<file path="src/hdl/nsc_pkg.sv">
package nsc_pkg;

   typedef struct packed {
      logic [7:0] sentence_byte;
      logic       last_byte;
   } req_type;

   typedef struct packed {
      logic [1:0] sentence_kind;
      logic       checksum_match;
      logic [7:0] computed_checksum;
      logic [7:0] received_checksum;
      logic       checksum_present;
   } rsp_type;

   localparam logic [7:0] STAR_CHAR = 8'h2A;

   localparam logic [1:0] KIND_INVALID = 2'd0;
   localparam logic [1:0] KIND_GGA     = 2'd1;
   localparam logic [1:0] KIND_RMC     = 2'd2;
   localparam logic [1:0] KIND_DPT     = 2'd3;

   localparam logic [23:0] LETTERS_GGA = 24'h474741;
   localparam logic [23:0] LETTERS_RMC = 24'h524D43;
   localparam logic [23:0] LETTERS_DPT = 24'h445054;

   localparam logic [1:0] PHASE_MARKER = 2'd0;
   localparam logic [1:0] PHASE_SUM    = 2'd1;
   localparam logic [1:0] PHASE_DIGITS = 2'd2;

   localparam logic [2:0] POS_FULL   = 3'd6;
   localparam logic [2:0] POS_TYPE_LO = 3'd3;
   localparam logic [2:0] POS_TYPE_HI = 3'd5;
   localparam logic [1:0] DIGITS_FULL = 2'd2;

   // Hex digit value, upper or lower case; anything else counts as zero.
   function automatic logic [3:0] hex_nibble(input logic [7:0] c);
      logic [7:0] diff;
      begin
         diff = 8'd0;
         if (c >= 8'd48 && c <= 8'd57) begin
            diff = c - 8'd48;
         end else if (c >= 8'd97 && c <= 8'd102) begin
            diff = c - 8'd87;
         end else if (c >= 8'd65 && c <= 8'd70) begin
            diff = c - 8'd55;
         end
         hex_nibble = diff[3:0];
      end
   endfunction

endpackage

</file>
<file path="src/hdl/nmea_sentence_check_classify.sv">
// The result word is registered: it appears in the cycle after the last byte of a sentence is accepted.
// Throughput: one byte per cycle while input is not stalled; the parse state updates on every accepted byte.
// The result register is the only stall point: input stalls while it is full and stalled.
// Reset (synchronous, active high) clears the parse state to "expecting start marker"
// and empties the result register.
module nmea_sentence_check_classify (
   input  logic             clock,
   input  logic             reset,
   input  logic             req_valid,
   output logic             req_stall,
   input  nsc_pkg::req_type req_data,
   output logic             rsp_valid,
   input  logic             rsp_stall,
   output nsc_pkg::rsp_type rsp_data
);

   // Parse state
   logic [1:0]  phase_ff,   phase_in;
   logic [2:0]  pos_ff,     pos_in;
   logic [7:0]  xor_ff,     xor_in;
   logic [23:0] letters_ff, letters_in;
   logic [7:0]  digit_ff,   digit_in;
   logic [1:0]  ndig_ff,    ndig_in;

   // Result register
   logic             rsp_valid_ff, rsp_valid_in;
   nsc_pkg::rsp_type rsp_data_ff,  rsp_data_in;

   // State after this byte, before the end-of-sentence return to reset
   logic [1:0]  phase_nx;
   logic [2:0]  pos_nx;
   logic [7:0]  xor_nx;
   logic [23:0] letters_nx;
   logic [7:0]  digit_nx;
   logic [1:0]  ndig_nx;

   logic       accept;
   logic       present;
   logic       match;
   logic [7:0] received;
   logic [1:0] kind;
   logic [7:0] b;

   // Hold input only while a finished result is waiting and the far side stalls.
   assign req_stall = rsp_valid_ff && rsp_stall;
   assign accept    = req_valid && !req_stall;
   assign b         = req_data.sentence_byte;

   always_comb begin
      phase_nx   = phase_ff;
      pos_nx     = pos_ff;
      xor_nx     = xor_ff;
      letters_nx = letters_ff;
      digit_nx   = digit_ff;
      ndig_nx    = ndig_ff;

      // Capture type letters at bytes 3 to 5, first one ends up in the top byte.
      if (pos_ff >= nsc_pkg::POS_TYPE_LO && pos_ff <= nsc_pkg::POS_TYPE_HI) begin
         letters_nx = {letters_ff[15:0], b};
      end
      if (pos_ff < nsc_pkg::POS_FULL) begin
         pos_nx = pos_ff + 3'd1;
      end

      case (phase_ff)
         nsc_pkg::PHASE_MARKER: begin
            // Skip the start marker, whatever it is.
            phase_nx = nsc_pkg::PHASE_SUM;
         end
         nsc_pkg::PHASE_SUM: begin
            if (b == nsc_pkg::STAR_CHAR) begin
               phase_nx = nsc_pkg::PHASE_DIGITS;
            end else begin
               xor_nx = xor_ff ^ b;
            end
         end
         default: begin
            // After the star: take two hex digits, drop everything beyond.
            if (ndig_ff < nsc_pkg::DIGITS_FULL) begin
               digit_nx = {digit_ff[3:0], nsc_pkg::hex_nibble(b)};
               ndig_nx  = ndig_ff + 2'd1;
            end
         end
      endcase

      present  = (phase_nx == nsc_pkg::PHASE_DIGITS) && (ndig_nx == nsc_pkg::DIGITS_FULL);
      received = present ? digit_nx : 8'd0;
      match    = present && (received == xor_nx);

      kind = nsc_pkg::KIND_INVALID;
      if (match && pos_nx >= nsc_pkg::POS_FULL) begin
         if (letters_nx == nsc_pkg::LETTERS_GGA) begin
            kind = nsc_pkg::KIND_GGA;
         end else if (letters_nx == nsc_pkg::LETTERS_RMC) begin
            kind = nsc_pkg::KIND_RMC;
         end else if (letters_nx == nsc_pkg::LETTERS_DPT) begin
            kind = nsc_pkg::KIND_DPT;
         end
      end
   end

   // Advance the parse state on every accepted byte; the last byte returns it to reset.
   always_comb begin
      phase_in   = phase_ff;
      pos_in     = pos_ff;
      xor_in     = xor_ff;
      letters_in = letters_ff;
      digit_in   = digit_ff;
      ndig_in    = ndig_ff;
      if (accept) begin
         if (req_data.last_byte) begin
            phase_in   = nsc_pkg::PHASE_MARKER;
            pos_in     = 3'd0;
            xor_in     = 8'd0;
            letters_in = 24'd0;
            digit_in   = 8'd0;
            ndig_in    = 2'd0;
         end else begin
            phase_in   = phase_nx;
            pos_in     = pos_nx;
            xor_in     = xor_nx;
            letters_in = letters_nx;
            digit_in   = digit_nx;
            ndig_in    = ndig_nx;
         end
      end
   end

   // Load the result word on the last byte; drop it once taken.
   always_comb begin
      rsp_valid_in = rsp_valid_ff;
      rsp_data_in  = rsp_data_ff;
      if (rsp_valid_ff && !rsp_stall) begin
         rsp_valid_in = 1'b0;
      end
      if (accept && req_data.last_byte) begin
         rsp_valid_in                  = 1'b1;
         rsp_data_in.sentence_kind     = kind;
         rsp_data_in.checksum_match    = match;
         rsp_data_in.computed_checksum = xor_nx;
         rsp_data_in.received_checksum = received;
         rsp_data_in.checksum_present  = present;
      end
   end

   always_ff @(posedge clock) begin
      if (reset) begin
         phase_ff     <= nsc_pkg::PHASE_MARKER;
         pos_ff       <= 3'd0;
         xor_ff       <= 8'd0;
         letters_ff   <= 24'd0;
         digit_ff     <= 8'd0;
         ndig_ff      <= 2'd0;
         rsp_valid_ff <= 1'b0;
      end else begin
         phase_ff     <= phase_in;
         pos_ff       <= pos_in;
         xor_ff       <= xor_in;
         letters_ff   <= letters_in;
         digit_ff     <= digit_in;
         ndig_ff      <= ndig_in;
         rsp_valid_ff <= rsp_valid_in;
      end
   end

   always_ff @(posedge clock) begin
      rsp_data_ff <= rsp_data_in;
   end

   assign rsp_valid = rsp_valid_ff;
   assign rsp_data  = rsp_data_ff;

   // A last byte that is accepted must yield a result word in the next cycle.
   a_last_gives_result: assert property (@(posedge clock) disable iff (reset)
      accept && req_data.last_byte |=> rsp_valid_ff)
      else $error("last byte accepted but no result word loaded");

   // The parse state is back at its reset value after a sentence ends.
   a_state_cleared: assert property (@(posedge clock) disable iff (reset)
      accept && req_data.last_byte |=>
         phase_ff == nsc_pkg::PHASE_MARKER && pos_ff == 3'd0 && ndig_ff == 2'd0)
      else $error("parse state not cleared after last byte");

   // A known kind needs a matching checksum, and a match needs a present checksum.
   a_kind_needs_match: assert property (@(posedge clock) disable iff (reset)
      rsp_valid_ff |-> (rsp_data_ff.sentence_kind == nsc_pkg::KIND_INVALID ||
                        rsp_data_ff.checksum_match) &&
                       (!rsp_data_ff.checksum_match || rsp_data_ff.checksum_present))
      else $error("result flags inconsistent");

   // Without a checksum the received field reads zero.
   a_absent_zero: assert property (@(posedge clock) disable iff (reset)
      rsp_valid_ff && !rsp_data_ff.checksum_present |->
         rsp_data_ff.received_checksum == 8'd0)
      else $error("received checksum non-zero while absent");

endmodule
</file>
<file path="config.mk">
export PLATFORM = sky130hd
export DESIGN_NAME = nmea_sentence_check_classify
export DESIGN_NICKNAME = d
export VERILOG_FILES = /design/src/hdl/nsc_pkg.sv /design/src/hdl/nmea_sentence_check_classify.sv
export SDC_FILE = /design/constraint.sdc
export NUM_CORES = 1
export LEC_CHECK = 0
export ABC_CLOCK_PERIOD_IN_PS = 3400
export BUFFER_PORTS_ARGS = -buffer_cell sky130_fd_sc_hd__buf_2
export CAP_MARGIN = 25
export CORE_AREA = 2 2 82 84
export CTS_CLUSTER_DIAMETER = 200
export DETAILED_ROUTE_END_ITERATION = 8
export DIE_AREA = 0 0 84 86
export PLACE_DENSITY = 0.74
export SLEW_MARGIN = 20
export SYNTH_ARGS = -nofsm -noshare
export SYNTH_HDL_FRONTEND = slang
export SYNTH_SLANG_ARGS = --single-unit
export TNS_END_PERCENT = 50
</file>
<file path="constraint.sdc">
create_clock -name clock -period 3.4 [get_ports clock]
set_input_delay 0.68 -clock clock [delete_from_list [all_inputs] [get_ports clock]]
set_output_delay 0.68 -clock clock [all_outputs]
set_load 0.1 [all_outputs]
</file>
# Word level (Yosys, flattened, before mapping)
# Index checks and enable logic that the tools add are counted.
# W data, S select, Z words.
# totals
mem_count	0
ff_bits	68
romBits	0
out_inout_bits	22
latch_bits	0
ramBits	0
# op_classes
n_lt_le_gt_ge	11
shift	0
reduce_logical	17
n_mul	0
bitwise	2
div	0
n_addsub	5
n_eq_ne	8
n_mux	25
# op_table
op	count
$eq A24 B23 Y1 const B	3
$mux W8	7
$mux W24	2
$ge A8 B7 Y1 const B	2
$le A8 B7 Y1 const B	2
$mux W2	7
$mux W4	3
$logic_and A1 B1 Y1	11
$eq A8 B6 Y1 const B	1
$eq A8 B8 Y1	1
$ge A8 B6 Y1 const B	1
$le A8 B6 Y1 const B	1
$sub A4 B3 Y4 const B	2
$xor A8 B8 Y8	1
$mux W3	2
$eq A2 B2 Y1 const B	2
$pmux W2 S2	1
$reduce_or A2 Y1	2
$sub A4 B1 Y4 const B	1
$add A3 B1 Y3 const B	1
$ge A3 B2 Y1 const B	1
$ge A3 B3 Y1 const B	1
$le A3 B3 Y1 const B	1
$lt A3 B3 Y1 const B	1
8 further kinds	11

# Logic depth before layout (Yosys ltp)
# depth
depth_word	13
ltp_mapped	10

# Worst setup path after synthesis
# No wires, ideal clock.
# synth_timing
kind	in2reg
from	in req_data[2] (netlist bit)
to	reg rsp_data_ff, in the netlist rsp_data[19], data pin
setup_time_ns	0.271
arrival_time_ns	2.474
path_slack_ns	0.654
cell_stages	9
path_buffers	1
path_cell_list	clkbuf_1 -> inv_1 -> ha_1 -> nand2b_1 -> o211a_1 -> a221o_1 -> and4_1 -> o221ai_1 -> nor4_1
# synth_via
elab_chain_len	13
# synth_lines
item	line	text
start: declaration	nmea_sentence_check_classify.sv:11	input nsc_pkg::req_type req_data,
$ge A8 B7 Y1 or $le A8 B7 Y1 (tied branches)	nsc_pkg.sv:45	end else if (c >= 8'd65 && c <= 8'd70) begin
$logic_and A1 B1 Y1	nsc_pkg.sv:45	
$mux W4	nsc_pkg.sv:45	
$mux W4	nsc_pkg.sv:43	end else if (c >= 8'd97 && c <= 8'd102) begin
$mux W4	nsc_pkg.sv:41	if (c >= 8'd48 && c <= 8'd57) begin
$mux W8	nmea_sentence_check_classify.sv:79	if (ndig_ff < nsc_pkg::DIGITS_FULL) begin
$mux W8	nmea_sentence_check_classify.sv:65	case (phase_ff)
$mux W8	nmea_sentence_check_classify.sv:87	received = present ? digit_nx : 8'd0;
$eq A8 B8 Y1	nmea_sentence_check_classify.sv:88	match = present && (received == xor_nx);
$logic_and A1 B1 Y1	nmea_sentence_check_classify.sv:88	
$logic_and A1 B1 Y1	nmea_sentence_check_classify.sv:91	if (match && pos_nx >= nsc_pkg::POS_FULL) begin
$not A1 Y1 (no source line)	n/a	
$reduce_or A2 Y1 (no source line)	n/a	
end signal: assignment	nmea_sentence_check_classify.sv:167	rsp_data_ff <= rsp_data_in;
end: declaration	nmea_sentence_check_classify.sv:27	nsc_pkg::rsp_type rsp_data_ff, rsp_data_in;
# Several ways; a longest one is shown, not always the timed one.
# A chain may end at the register's enable or synchronous reset.

# Worst setup path after layout
# layout_timing
from	reg phase_ff[1]
to	reg rsp_data_ff, in the netlist rsp_data[19], data pin
# layout_via
elab_chain_len	11
# layout_lines
item	line	text
start: declaration	nmea_sentence_check_classify.sv:18	logic [1:0] phase_ff, phase_in;
start signal: assignment	nmea_sentence_check_classify.sv:148	phase_ff <= nsc_pkg::PHASE_MARKER;
start signal: assignment	nmea_sentence_check_classify.sv:156	phase_ff <= phase_in;
$eq A2 B1 Y1 or $logic_not A2 Y1 (tied branches)	nmea_sentence_check_classify.sv:65	
$reduce_or A2 Y1 (no source line)	n/a	
$mux W2	nmea_sentence_check_classify.sv:65	
$eq A2 B2 Y1	nmea_sentence_check_classify.sv:86	present = (phase_nx == nsc_pkg::PHASE_DIGITS) && (ndig_nx == nsc_pkg::DIGITS_FULL);
$logic_and A1 B1 Y1	nmea_sentence_check_classify.sv:86	
$mux W8	nmea_sentence_check_classify.sv:87	
$eq A8 B8 Y1	nmea_sentence_check_classify.sv:88	
$logic_and A1 B1 Y1 *	nmea_sentence_check_classify.sv:88	
$logic_and A1 B1 Y1 *	nmea_sentence_check_classify.sv:91	
$not A1 Y1 (no source line) *	n/a	
$reduce_or A2 Y1 (no source line) *	n/a	
# Every way passes the cells marked *; elsewhere a longest branch is shown, timed or not.

==> summary.md <==
| Metric | Value |
|---|---|
| Syn-to-layout area delta | 11.6% |
| Port Buffers | 34 |
| Initial antenna violation count | 0 |
| Net count, final | 406 |
| Syn Area/Cell | 9.46 µm² |
| GRT overflow | 0 |
| Setup bufs post-CTS | 0 |
| Routability congestion estimate | 0.939 |
| Yosys warning total | 0 |
| Setup crit start | phase_ff[1]$_SDFFE_PP0P_ |
| Slew HR | 0.418 |
| Hold_buf cts | 0 |
| Setup TNS | 0 ps |
| Synth Net Count | 382 |
| Critical setup path kind | flip-flop to flip-flop |
| Pleak | 0.00141 µW |
| Worst hold start | letters_ff[21]$_SDFFE_PP0P_ |
| Clk sinks | 68 |
| WL/cell | 17.1 µm |
| MaxCap Viol Count | 0 |
| Core area | 6280 µm² |
| CP max FO | 15 |
| Clk root buf | clkbuf_8 |
| Final HPWL DP | 5600 µm |
| Unrepaired setup endpoints after global routing | false |
| Remaining antenna violation count | 0 |
| Critical R2R Launch | phase_ff[1]$_SDFFE_PP0P_ |
| Post-Syn Instances | 361 |
| Die outline area | 7220 µm² |
| First-pass GRT wire length | 13,300 µm |
| DR pass1 iterations | 5 |
| Detail-routed via count per cell | 6.27 |
| CP Capture Type | flip-flop |
| Cell with the most instances after synthesis | nor2_1 |
| WP data required | 3570 ps |
| Final Hold Slack | 521 ps |
| CTS tree | done |
| Seq/Total Area, Yosys | 0.457 |
| Netlist cell types | 60 |
| Power per cell area | 465 nW/µm² |
| Routed Wire Length | 8010 µm |
| Tcrit/Tclk final | 0.801 |
| Minimum clock period after layout | 2720 ps |
| Top cells by area, synth | dfxtp_1 28%, edfxtp_1 18%, a22oi_1 8.8% |
| Worst setup SP type | flip-flop |
| Asr flop ratio synth | 0 |
| Yosys top cell area share | 0.281 |
| Hold Crit Class | flip-flop to flip-flop |
| Ports | 35 |
| Post-synth top flop | dfxtp_1 |
| Via count | 2,928 |
| Max-slew violations | 0 |
| Measured slew at the worst slew-check pin | 872 ps |
| Critical path data arrival time | 2890 ps |
| Max Root-Sink Buffers | 2 |
| Final setup vio count | 0 |
| Vias in the first global route | 2,680 |
| DRC viols | 0 |
| Clock transition at the registers of the reported paths | 70 ps |
| Max frequency | 367 MHz |
| Pin count of the biggest net entering global routing | 49 |
| Worst VDD drop | 273 µV |
| Share of layout cells above drive strength 1 | 0.182 |
| 1st-iter DRT viols | 196 |
| Status | finished, final reports clean |
| Leading post-synthesis cells by instance count | 55 x nor2_1, 48 x dfxtp_1, 40 x a22oi_1, 20 x clkbuf_1, 20 x edfxtp_1 |
| Die height | 86 µm |
| Ant. Diodes | 0 |
| H-tree Lvls | 3 |
| Die width | 84 µm |
| Total CTS buffers | 9 |
| Cell Area, Synth | 3410 µm² |
| Total power | 1770 µW |
| Fin. Hold Viols | 0 |
| Post-synth EDFFs | 20 |
| Largest area contributor in the netlist | dfxtp_1 |
| Flops & latches, synth | 68 |
| Initial Util | 0.544 |
| Design area | 3810 µm² |
| Final Skew | 6.94 ps |
| Post-CTS sizing | 0 |
| Worst skew pair latency | 350 ps |
| FP Rows | 29 |
| Total Routing Usage GR | 0.232 |
| Post-placement cell area | 3600 µm² |
[cells in the final DEF (no fill, tap or decap), types with 2 or more instances in the layout]
cell type and count:
mux2i_1 6, a21oi_1 14, dfxtp_1 48, nor2b_1 5, and3_1 2, clkbuf_8 9
nor2_1 55, buf_4 3, nor4_1 5, nor3_1 10, or3b_2 2, clkbuf_1 2
and4bb_2 2, nor4b_1 3, xor2_1 5, o21ai_0 8, ha_1 8, a31o_2 3
a31oi_1 7, buf_2 34, nand2_1 14, clkinv_2 2, bufinv_16 2, a22oi_1 40
xnor2_1 5, inv_1 12, edfxtp_1 20, and2_1 2, nand3b_1 10, mux2_2 2
nand4_1 7, nand2b_1 6, a211oi_1 3, nor3b_1 3, nand3_1 2
[flip-flops by register name, indices dropped and copies added (netlist names)]
| signal | flops |
|---|---|
| letters_ff | 24 |
| rsp_data | 20 |
| digit_ff | 8 |
| xor_ff | 8 |
| pos_ff | 3 |
| ndig_ff | 2 |
| phase_ff | 2 |
| rsp_valid | 1 |
[per-stage QoR]
stage	util	worst slack (ps)	std cells
6_report	0.607	678	467
5_1_grt	0.607	452	467
4_1_cts	0.607	678	467
3_5_place_dp	0.574	415	451
3_3_place_gp	0.574	543	451
2_1_floorplan	-	654	361
[power by group]
group / internal, µW / switching, µW
combinational: 40.6 / 158
sequential: 848 / 9.12
clock: 411 / 307
total: 1300 / 474
[worst paths after layout]
check	end	slack (ps)	cells after the start
max	rsp_data[19]$_SDFFCE_PP0P_	680	6
min	letters_ff[21]$_SDFFE_PP0P_	520	2
max reg2reg	rsp_data[19]$_SDFFCE_PP0P_	680	6
min reg2reg	letters_ff[21]$_SDFFE_PP0P_	520	2
[cell type report]
| cell class | count | area [µm²] |
|---|---|---|
| Clock buffer | 11 | 131 |
| Inverter | 13 | 48.8 |
| Sequential cell | 68 | 1560 |
| Multi-Input combinational cell | 256 | 1700 |
| Timing Repair Buffer | 37 | 193 |
| Fill cell | 566 | 2470 |
| Clock inverter | 5 | 77.6 |
| Tap cell | 77 | 96.3 |
[per-layer routing]
metal	vias up	routed length (µm)	track usage
li1	1390	-	-
met3	20	579	0.0558
met2	120	3730	0.359
met4	0	150	0.106
met5	-	0	0
met1	1398	3550	0.310
[cells by family (layout without fill, tap and decap cells)]
| group | Yosys count | after routing | synth area share |
|---|---|---|---|
| simple gates | 138 | 138 | 0.223 |
| compound gates | 92 | 92 | 0.197 |
| flops | 68 | 68 | 0.457 |
| buf+inv | 37 | 66 | 0.0440 |
| xor+xnor | 10 | 10 | 0.0256 |
| fa+ha+maj | 8 | 8 | 0.0293 |
| mux | 8 | 8 | 0.0242 |
[worst max-delay path: stages, from the launching register on]
cell and delay [ps]:
dfxtp_1 580, nand2b_1 400, nor4_1 670, a21oi_1 150, a21oi_1 180, o221ai_1 210, nor4_1 330
(Power assumes the default switching activity.)
